File: src/sv/tbdsc_pkg.sv
// shared types and constants for the trackball button drag and scroll controller
package tbdsc_pkg;

    typedef enum logic [1:0] {
        FUNC_PRESS   = 2'd0,
        FUNC_RELEASE = 2'd1,
        FUNC_TICK    = 2'd2,
        FUNC_MOTION  = 2'd3
    } t_func;

    typedef enum logic [1:0] {
        ACT_NONE    = 2'd0,
        ACT_PRESS   = 2'd1,
        ACT_RELEASE = 2'd2,
        ACT_CLICK   = 2'd3
    } t_action;

    localparam int unsigned ADDR_W = 4;

    localparam logic [1:0] REG_HOLD_TIME   = 2'd0;
    localparam logic [1:0] REG_X_THRESHOLD = 2'd1;
    localparam logic [1:0] REG_Y_THRESHOLD = 2'd2;

    localparam logic [15:0] HOLD_TIME_RST = 16'd2000;
    localparam logic [6:0]  X_THR_RST     = 7'd60;
    localparam logic [6:0]  Y_THR_RST     = 7'd15;
    localparam logic [15:0] HOLD_SAT      = 16'hFFFF;

    typedef struct packed {
        logic [15:0] hold_time_ms;
        logic [6:0]  x_threshold;
        logic [6:0]  y_threshold;
    } t_cfg;

    typedef struct packed {
        t_func             func;
        logic signed [7:0] in_x;
        logic signed [7:0] in_y;
        logic signed [7:0] in_h;
        logic signed [7:0] in_v;
    } t_item;

    typedef struct packed {
        t_action           button_action;
        logic signed [7:0] out_x;
        logic signed [7:0] out_y;
        logic signed [7:0] out_h;
        logic signed [7:0] out_v;
        logic              scroll_active;
    } t_result;

endpackage

File: src/sv/tbdsc_if.sv
// valid/ready channel interfaces for input events and result items
interface tbdsc_in_if;
    logic              valid;
    logic              ready;
    logic [1:0]        func;
    logic signed [7:0] in_x;
    logic signed [7:0] in_y;
    logic signed [7:0] in_h;
    logic signed [7:0] in_v;

    modport source (output valid, func, in_x, in_y, in_h, in_v, input ready);
    modport sink   (input valid, func, in_x, in_y, in_h, in_v, output ready);
endinterface

interface tbdsc_out_if;
    logic              valid;
    logic              ready;
    logic [1:0]        button_action;
    logic signed [7:0] out_x;
    logic signed [7:0] out_y;
    logic signed [7:0] out_h;
    logic signed [7:0] out_v;
    logic              scroll_active;

    modport source (output valid, button_action, out_x, out_y, out_h, out_v, scroll_active,
                    input ready);
    modport sink   (input valid, button_action, out_x, out_y, out_h, out_v, scroll_active,
                    output ready);
endinterface

File: src/sv/tbdsc_cfg.sv
// apb configuration registers: hold time and scroll thresholds
module tbdsc_cfg (
    input  logic                       i_clk,
    input  logic                       i_rst_n,
    input  logic                       psel,
    input  logic                       penable,
    input  logic                       pwrite,
    input  logic [tbdsc_pkg::ADDR_W-1:0] paddr,
    input  logic [31:0]                pwdata,
    output logic [31:0]                prdata,
    output logic                       pready,
    output tbdsc_pkg::t_cfg            o_cfg
);
    import tbdsc_pkg::*;

    t_cfg       r_cfg;
    logic       wr_en;
    logic [1:0] reg_idx;

    assign pready  = 1'b1;
    assign wr_en   = psel & penable & pwrite;
    assign reg_idx = paddr[3:2];
    assign o_cfg   = r_cfg;

    always_ff @(posedge i_clk) begin
        if (!i_rst_n) begin
            r_cfg.hold_time_ms <= HOLD_TIME_RST;
            r_cfg.x_threshold  <= X_THR_RST;
            r_cfg.y_threshold  <= Y_THR_RST;
        end else if (wr_en) begin
            unique case (reg_idx)
                REG_HOLD_TIME:   r_cfg.hold_time_ms <= pwdata[15:0];
                REG_X_THRESHOLD: r_cfg.x_threshold  <= pwdata[6:0];
                REG_Y_THRESHOLD: r_cfg.y_threshold  <= pwdata[6:0];
                default: ;
            endcase
        end
    end

    always_comb begin
        unique case (reg_idx)
            REG_HOLD_TIME:   prdata = {16'd0, r_cfg.hold_time_ms};
            REG_X_THRESHOLD: prdata = {25'd0, r_cfg.x_threshold};
            REG_Y_THRESHOLD: prdata = {25'd0, r_cfg.y_threshold};
            default:         prdata = 32'd0;
        endcase
    end

endmodule

File: src/sv/tbdsc_core.sv
// button mode state and per-event result logic
module tbdsc_core (
    input  logic               i_clk,
    input  logic               i_rst_n,
    input  logic               i_en,
    input  tbdsc_pkg::t_cfg    i_cfg,
    input  tbdsc_pkg::t_item   i_item,
    output tbdsc_pkg::t_result o_res
);
    import tbdsc_pkg::*;

    logic        r_held,  n_held;
    logic        r_moved, n_moved;
    logic        r_drag,  n_drag;
    logic        r_scroll, n_scroll;
    logic [15:0] r_hold,  n_hold;
    logic [7:0]  r_acc_x, n_acc_x;
    logic [7:0]  r_acc_y, n_acc_y;

    logic [15:0]       hold_inc;
    logic [7:0]        sum_x;
    logic [7:0]        sum_y;
    logic signed [8:0] ax;
    logic signed [8:0] ay;
    logic signed [8:0] tx;
    logic signed [8:0] ty;

    assign hold_inc = (r_hold != HOLD_SAT) ? r_hold + 16'd1 : r_hold;
    assign sum_x    = r_acc_x + i_item.in_x;
    assign sum_y    = r_acc_y + i_item.in_y;
    assign ax       = {sum_x[7], sum_x};
    assign ay       = {sum_y[7], sum_y};
    assign tx       = {2'b00, i_cfg.x_threshold};
    assign ty       = {2'b00, i_cfg.y_threshold};

    always_comb begin
        n_held   = r_held;
        n_moved  = r_moved;
        n_drag   = r_drag;
        n_scroll = r_scroll;
        n_hold   = r_hold;
        n_acc_x  = r_acc_x;
        n_acc_y  = r_acc_y;
        o_res.button_action = ACT_NONE;
        o_res.out_x = 8'sd0;
        o_res.out_y = 8'sd0;
        o_res.out_h = 8'sd0;
        o_res.out_v = 8'sd0;
        unique case (i_item.func)
            FUNC_PRESS: begin
                if (r_scroll) begin
                    n_scroll = 1'b0;
                end else begin
                    n_held  = 1'b1;
                    n_hold  = 16'd0;
                    n_moved = 1'b0;
                    n_drag  = 1'b0;
                end
            end
            FUNC_RELEASE: begin
                n_held = 1'b0;
                if (r_drag) begin
                    o_res.button_action = ACT_RELEASE;
                    n_drag = 1'b0;
                end else if (!r_moved && !r_scroll && (r_hold < i_cfg.hold_time_ms)) begin
                    o_res.button_action = ACT_CLICK;
                end
            end
            FUNC_TICK: begin
                n_hold = hold_inc;
                if (r_held && !r_moved && !r_drag && !r_scroll &&
                    (hold_inc > i_cfg.hold_time_ms)) begin
                    n_scroll = 1'b1;
                end
            end
            FUNC_MOTION: begin
                o_res.out_x = i_item.in_x;
                o_res.out_y = i_item.in_y;
                o_res.out_h = i_item.in_h;
                o_res.out_v = i_item.in_v;
                if (r_held && !r_scroll && !r_moved &&
                    ((i_item.in_x != 8'sd0) || (i_item.in_y != 8'sd0))) begin
                    n_moved = 1'b1;
                    n_drag  = 1'b1;
                    o_res.button_action = ACT_PRESS;
                end
                if (r_scroll) begin
                    n_acc_x = sum_x;
                    n_acc_y = sum_y;
                    if (ax > tx) begin
                        o_res.out_h = -8'sd1;
                        n_acc_x = 8'd0;
                    end else if (ax < -tx) begin
                        o_res.out_h = 8'sd1;
                        n_acc_x = 8'd0;
                    end
                    if (ay > ty) begin
                        o_res.out_v = 8'sd1;
                        n_acc_y = 8'd0;
                    end else if (ay < -ty) begin
                        o_res.out_v = -8'sd1;
                        n_acc_y = 8'd0;
                    end
                    o_res.out_x = 8'sd0;
                    o_res.out_y = 8'sd0;
                end
            end
        endcase
        o_res.scroll_active = n_scroll;
    end

    always_ff @(posedge i_clk) begin
        if (!i_rst_n) begin
            r_held   <= 1'b0;
            r_moved  <= 1'b0;
            r_drag   <= 1'b0;
            r_scroll <= 1'b0;
            r_hold   <= HOLD_SAT;
            r_acc_x  <= 8'd0;
            r_acc_y  <= 8'd0;
        end else if (i_en) begin
            r_held   <= n_held;
            r_moved  <= n_moved;
            r_drag   <= n_drag;
            r_scroll <= n_scroll;
            r_hold   <= n_hold;
            r_acc_x  <= n_acc_x;
            r_acc_y  <= n_acc_y;
        end
    end

endmodule

File: src/sv/trackball_button_drag_scroll_ctrl.sv
// top level: input register, mode logic, result register and config port
//
// events (press, release, millisecond tick, motion report) enter on i_in, a
// valid/ready channel; every event gives exactly one result item on o_out
// with the button action, pointer motion, scroll steps and scroll mode flag.
// registers (hold time, x and y thresholds) are written over the apb port at
// byte addresses 0, 4 and 8 and read back there; pready is always high.
// an event lands in the input register when accepted, passes the mode logic
// and is loaded into the result register once that is empty or being read.
// one event per cycle is sustained while o_out.ready stays high, set by the
// single pass from the input register through the mode logic into the result
// register. when the receiver holds o_out.ready low the result register keeps
// its item, the input register still takes one more event if it is empty,
// and only then does i_in.ready drop; nothing is lost or repeated.
// a synchronous reset empties both registers, restores the register defaults
// and returns the mode state to idle with the hold counter saturated.
module trackball_button_drag_scroll_ctrl (
    input  logic                         i_clk,
    input  logic                         i_rst_n,
    tbdsc_in_if.sink                     i_in,
    tbdsc_out_if.source                  o_out,
    input  logic                         psel,
    input  logic                         penable,
    input  logic                         pwrite,
    input  logic [tbdsc_pkg::ADDR_W-1:0] paddr,
    input  logic [31:0]                  pwdata,
    output logic [31:0]                  prdata,
    output logic                         pready
);
    import tbdsc_pkg::*;

    t_cfg    cfg;
    t_item   r_item;
    t_result res;
    t_result r_res;
    logic    r_in_valid;
    logic    r_out_valid;
    logic    advance;

    assign advance     = r_in_valid & (~r_out_valid | o_out.ready);
    assign i_in.ready  = ~r_in_valid | advance;

    tbdsc_cfg u_cfg (
        .i_clk   (i_clk),
        .i_rst_n (i_rst_n),
        .psel    (psel),
        .penable (penable),
        .pwrite  (pwrite),
        .paddr   (paddr),
        .pwdata  (pwdata),
        .prdata  (prdata),
        .pready  (pready),
        .o_cfg   (cfg)
    );

    tbdsc_core u_core (
        .i_clk   (i_clk),
        .i_rst_n (i_rst_n),
        .i_en    (advance),
        .i_cfg   (cfg),
        .i_item  (r_item),
        .o_res   (res)
    );

    always_ff @(posedge i_clk) begin
        if (!i_rst_n) begin
            r_in_valid  <= 1'b0;
            r_out_valid <= 1'b0;
        end else begin
            if (i_in.ready) begin
                r_in_valid <= i_in.valid;
            end
            if (advance) begin
                r_out_valid <= 1'b1;
            end else if (o_out.ready) begin
                r_out_valid <= 1'b0;
            end
        end
    end

    always_ff @(posedge i_clk) begin
        if (i_in.valid && i_in.ready) begin
            r_item.func <= t_func'(i_in.func);
            r_item.in_x <= i_in.in_x;
            r_item.in_y <= i_in.in_y;
            r_item.in_h <= i_in.in_h;
            r_item.in_v <= i_in.in_v;
        end
        if (advance) begin
            r_res <= res;
        end
    end

    assign o_out.valid         = r_out_valid;
    assign o_out.button_action = r_res.button_action;
    assign o_out.out_x         = r_res.out_x;
    assign o_out.out_y         = r_res.out_y;
    assign o_out.out_h         = r_res.out_h;
    assign o_out.out_v         = r_res.out_v;
    assign o_out.scroll_active = r_res.scroll_active;

endmodule

File: src/flat_wrapper.sv
// flat-port wrapper written by rule: the top's interface ports become plain ports
module trackball_button_drag_scroll_ctrl_flat import tbdsc_pkg::*;
  (i_clk, i_rst_n, psel, penable, pwrite, paddr, pwdata, prdata, pready, i_in_valid, i_in_func, i_in_in_x, i_in_in_y, i_in_in_h, i_in_in_v, i_in_ready, o_out_valid, o_out_button_action, o_out_out_x, o_out_out_y, o_out_out_h, o_out_out_v, o_out_scroll_active, o_out_ready);
  tbdsc_in_if i_in_i ();
  tbdsc_out_if o_out_i ();
  input  logic i_clk;
  input  logic i_rst_n;
  input  logic psel;
  input  logic penable;
  input  logic pwrite;
  input  logic [tbdsc_pkg::ADDR_W-1:0] paddr;
  input  logic [31:0] pwdata;
  output logic [31:0] prdata;
  output logic pready;
  input wire logic [$bits(i_in_i.valid)-1:0] i_in_valid;
  input wire logic [$bits(i_in_i.func)-1:0] i_in_func;
  input wire logic [$bits(i_in_i.in_x)-1:0] i_in_in_x;
  input wire logic [$bits(i_in_i.in_y)-1:0] i_in_in_y;
  input wire logic [$bits(i_in_i.in_h)-1:0] i_in_in_h;
  input wire logic [$bits(i_in_i.in_v)-1:0] i_in_in_v;
  output wire logic [$bits(i_in_i.ready)-1:0] i_in_ready;
  output wire logic [$bits(o_out_i.valid)-1:0] o_out_valid;
  output wire logic [$bits(o_out_i.button_action)-1:0] o_out_button_action;
  output wire logic [$bits(o_out_i.out_x)-1:0] o_out_out_x;
  output wire logic [$bits(o_out_i.out_y)-1:0] o_out_out_y;
  output wire logic [$bits(o_out_i.out_h)-1:0] o_out_out_h;
  output wire logic [$bits(o_out_i.out_v)-1:0] o_out_out_v;
  output wire logic [$bits(o_out_i.scroll_active)-1:0] o_out_scroll_active;
  input wire logic [$bits(o_out_i.ready)-1:0] o_out_ready;
  assign i_in_i.valid = i_in_valid;
  assign i_in_i.func = i_in_func;
  assign i_in_i.in_x = i_in_in_x;
  assign i_in_i.in_y = i_in_in_y;
  assign i_in_i.in_h = i_in_in_h;
  assign i_in_i.in_v = i_in_in_v;
  assign i_in_ready = i_in_i.ready;
  assign o_out_valid = o_out_i.valid;
  assign o_out_button_action = o_out_i.button_action;
  assign o_out_out_x = o_out_i.out_x;
  assign o_out_out_y = o_out_i.out_y;
  assign o_out_out_h = o_out_i.out_h;
  assign o_out_out_v = o_out_i.out_v;
  assign o_out_scroll_active = o_out_i.scroll_active;
  assign o_out_i.ready = o_out_ready;
  trackball_button_drag_scroll_ctrl u_core (.i_clk(i_clk), .i_rst_n(i_rst_n), .i_in(i_in_i), .o_out(o_out_i), .psel(psel), .penable(penable), .pwrite(pwrite), .paddr(paddr), .pwdata(pwdata), .prdata(prdata), .pready(pready));
endmodule
File: config.mk
export PLATFORM = sky130hd
export DESIGN_NAME = trackball_button_drag_scroll_ctrl_flat
export DESIGN_NICKNAME = d
export VERILOG_FILES = /design/src/sv/tbdsc_pkg.sv /design/src/sv/tbdsc_if.sv /design/src/sv/tbdsc_cfg.sv /design/src/sv/tbdsc_core.sv /design/src/sv/trackball_button_drag_scroll_ctrl.sv /design/src/flat_wrapper.sv
export SDC_FILE = /design/constraint.sdc
export NUM_CORES = 1
export LEC_CHECK = 0
export ABC_CLOCK_PERIOD_IN_PS = 3700
export BUFFER_PORTS_ARGS = -buffer_cell sky130_fd_sc_hd__buf_2
export CORE_MARGIN = 5
export CORE_UTILIZATION = 30
export DETAILED_ROUTE_END_ITERATION = 10
export PLACE_DENSITY = 0.54
export SETUP_SLACK_MARGIN = 0.2
export SLEW_MARGIN = 10
export SYNTH_ARGS = -nofsm -noshare
export SYNTH_HDL_FRONTEND = slang
export SYNTH_SLANG_ARGS = --single-unit
File: constraint.sdc
create_clock -name i_clk -period 3.7 [get_ports i_clk]
set_input_delay 0.74 -clock i_clk [delete_from_list [all_inputs] [get_ports i_clk]]
set_output_delay 0.74 -clock i_clk [all_outputs]
set_load 0.01 [all_outputs]
==> impl_metrics.ini <==
[drt]
final_antenna_net_count = 0
post-route-drc-count = 0
wirelength_um = 20700
via_per_inst = 4.94
firstDrtPassIters = 5
drtIter0Drc = 315
num_vias = 6222
routedWlPerCell_um = 16.4

[final_layout]
final_cell_count_no_fill = 1259
syn2layout_area_growth_pct = 22.3
drive_above_1_share_pct = 23.1
num_antenna_cells = 0
finish.net_count = 1069

[grt]
grt_pass1_wl_um = 32600
first_global_vias = 6213
gr-total-overflow = 0
use_met2_pct = 23.4
grt_max_degree = 36
antenna_found_initial = 0
use_met1_pct = 18.0
grt_use_total_pct = 14.0
met3_usage_pct = 3.18
top_usage_layer = met2

[setup_path]
r2r_slack_ns = 0.31
slowest_delay_ns = 0.40
path_max_fanout = 3
crit_type = reg -> reg
reg2reg_depth = 12
r2r_end = u_core.u_core.r_acc_y[6]
timing.rr.start = u_core.r_item[17]
critPathSlowestCell = edfxtp_1
worstPathArrival_ns = 3.70
endpoint_kind = flop
critPathRequiredTime_ns = 4.01
startpoint_type = flop
crit_top_cell = ha_1
worstPathCellList = ha_1 -> a211o_1 -> a2111oi_4 -> o221ai_4 -> xor2_4 -> inv_1 -> ha_1 -> nor3b_1 -> nor4bb_2 -> nor2_2 -> buf_4 -> a32o_1

[yosys]
syn_area_per_cell_um2 = 10.1
synth_compound_area_share_pct = 17.0
synth_flop_cell = edfxtp_1
synth_xor_area_share_pct = 3.57
synth_simple_gate_area_share_pct = 14.6
ys_warn_count = 0
syn_area_mm2 = 0.00789
synth_edf_count = 69
synth_top_family_by_area = compound AO/OA/AOI/OAI gates
async_flop_share_pct = 0
synthMuxAreaShare_pct = 2.84
yosysSeqAreaShare_pct = 43.5
ys_ff_latch = 137
syn_inst = 781
ys_types = 72
synthAdderAreaFrac_pct = 12.9

[timing]
setup_violations = 0
max_slew.worst_pin.slew_ns = 0.786
fin_ws_ns = 0.313
slew_viol_final = 0
finalCritPeriodShare_pct = 91.6
max_freq_mhz = 295
min_period_ns = 3.39
skew_ns = 0.0193
max_slew_margin_pct = 47.4
setup_tns_ns = 0
rsz0062_at_grt = yes
hold_violations = 0

[hold_path]
hp-start = u_core.u_cfg.o_cfg[25]
whs_path_depth = 2
hold_end = u_core.u_cfg.o_cfg[25]
min_path_type = reg -> reg

[clock_network]
cts_tree = yes
clock-root-buffer = clkbuf_16
cts_buffers = 17
cts_htree_levels = 4
clockBufferDepth = 2
cts.sinks = 137
insertion_delay_ns = 0.42
clk_pin_slew_worst_paths_ns = 0.06

[job]
cap_violations = 0

[place]
dp_hpwl_um = 15600
port_buffers = 111
finalWeightedCongestion = 0.802
dp_cells = 1223
preCtsSetupSlack_ns = 0.0650

[power]
power_leakage_nw = 4.19
p_clk_share_pct = 42.6
intPower_mw = 2.98
ir_drop_mv = 0.195
power_density_mw_per_mm2 = 420
comb_power_share_pct = 15.4
p_sw_mw = 1.07
sw_frac_of_total_pct = 26.4
power_frac_seq_pct = 42.0

[floorplan]
dieArea_mm2 = 0.0297
die_w_um = 172
core-area_mm2 = 0.0260
io-pin-count = 147
initial_core_util_pct = 30.4
fp-row-count = 59
fp.dieH_um = 172

[outcome]
status = finished, final reports clean
repair_timing:
action	in CTS	in global routing
hold buffers	0	0
pin swaps	0	11
setup buffers	0	5
setup endpoints to repair	20	31
gates resized for setup	5	22
worst max-delay path, delay by kind of cell, from the launching register on:
family | cells | cell delay (ns)
AOI/OAI and AO/OA | 4 | 1.10
and+or+nand+nor | 3 | 0.81
adders and majority gates | 2 | 0.59
DFF | 1 | 0.40
buffers and inverters | 2 | 0.22
xor gates and xnor gates | 1 | 0.16
final cells by class:
cell class | count | area (µm²)
multi-input cells | 566 | 4240
clock buffers | 20 | 437
flip-flops and latches | 137 | 3430
well taps | 335 | 419
clock inverters | 11 | 150
fillers | 2656 | 16300
repair buffers | 144 | 803
inverters | 46 | 173
cells in the mapped netlist, types with 15 or more instances:
master | instances | area, µm²
dfxtp_1 | 68 | 1360
buf_4 | 18 | 135
mux2i_1 | 19 | 190
nand3_1 | 19 | 95.1
inv_1 | 46 | 173
a21oi_1 | 44 | 220
ha_1 | 78 | 976
nand4_1 | 15 | 93.8
nor2_1 | 46 | 173
nand2_1 | 69 | 259
edfxtp_1 | 69 | 2070
and3_1 | 21 | 131
nor3_1 | 16 | 80.1
xnor2_1 | 20 | 175
o21ai_0 | 25 | 125
a22o_1 | 16 | 140
a21o_1 | 20 | 150
clkbuf_1 | 20 | 75.1
stage by stage:
| stage | power (mW) | utilization, % | hold WS, ns | area [µm²] |
|---|---|---|---|---|
| global placement | 2.33 | 34.1 | 0.444 | 8870 |
| floorplan | 2.14 | - | 0.436 | 7950 |
| finish | 4.05 | 37.1 | 0.454 | 9650 |
| CTS | 4.08 | 36.5 | 0.458 | 9490 |
| detailed placement | 2.34 | 34.1 | 0.450 | 8870 |
| global route | 4.25 | 37.1 | 0.464 | 9650 |
cell families after synthesis:
| kind of cell | after synthesis |
|---|---|
| buffers and inverters | 93 |
| multiplexers | 22 |
| other | 2 |
| flip-flops | 137 |
| AND/OR/NAND/NOR | 233 |
| adder cells (fa/ha/maj) | 80 |
| AO/OA/AOI/OAI | 184 |
| XOR/XNOR | 30 |
worst max path at each step:
| stage | startpoint | slack, ns | end |
|---|---|---|---|
| after CTS | u_core.r_item[16] | 0.21 | u_core.u_core.r_acc_y[5] |
| after detailed placement | u_core.r_item[24] | 0.07 | u_core.o_out.out_h[7] |
| final | u_core.r_item[17] | 0.31 | u_core.u_core.r_acc_y[6] |
| after global routing | u_core.r_item[17] | 0.11 | u_core.u_core.r_acc_y[6] |
| after global placement | u_core.r_item[24] | 0.1 | u_core.o_out.out_h[5] |
| after floorplan | u_core.r_item[24] | 0.27 | u_core.o_out.out_h[1] |
flip-flops by register name, summed over array words and instances (netlist names):
name	cells
u_core.o_out.out_v	8
u_core.r_item	34
u_core.o_out.scroll_active	1
u_core.u_core.r_drag	1
u_core.o_out.out_h	8
u_core.u_core.r_moved	1
u_core.u_core.r_hold	16
u_core.o_out.out_x	8
u_core.o_out.valid	1
u_core.u_core.r_scroll	1
u_core.o_out.button_action	2
u_core.o_out.out_y	8
u_core.u_core.r_held	1
u_core.r_in_valid	1
u_core.u_cfg.o_cfg	30
u_core.u_core.r_acc_x	8
u_core.u_core.r_acc_y	8
power groups by stage:
stage          combinational (mW)  clock [mW]  sequential (mW)
2_1_floorplan               0.412           0             1.73
4_1_cts                     0.613        1.77             1.70
5_1_grt                     0.706        1.84             1.71
3_5_place_dp                0.606           0             1.73
3_3_place_gp                0.599           0             1.73
6_report                    0.623        1.73             1.70
cells in the final DEF, fill, tap and decap left out, types with 17 or more instances in the layout:
cell type	synthesis	routed
buf_2	6	111
ha_1	78	73
nand2_1	69	69
edfxtp_1	69	69
dfxtp_1	68	68
inv_1	46	46
nor2_1	46	45
a21oi_1	44	39
buf_4	18	33
o21ai_0	25	25
a21o_1	20	20
nand3_1	19	19
and3_1	21	19
xnor2_1	20	19
mux2i_1	19	19
conb_1	2	17
clkbuf_16	0	17
metal layers:
metal  up-vias  wire length (µm)  part of all wire, %
met3        22              1020                  4.9
met2       144              9910                   48
met4         0               360                  1.7
li1       3121                 -                    -
met5         -                 0                    0
met1      2935              9380                   45
No activity file was read; power rests on OpenSTA's default activity.
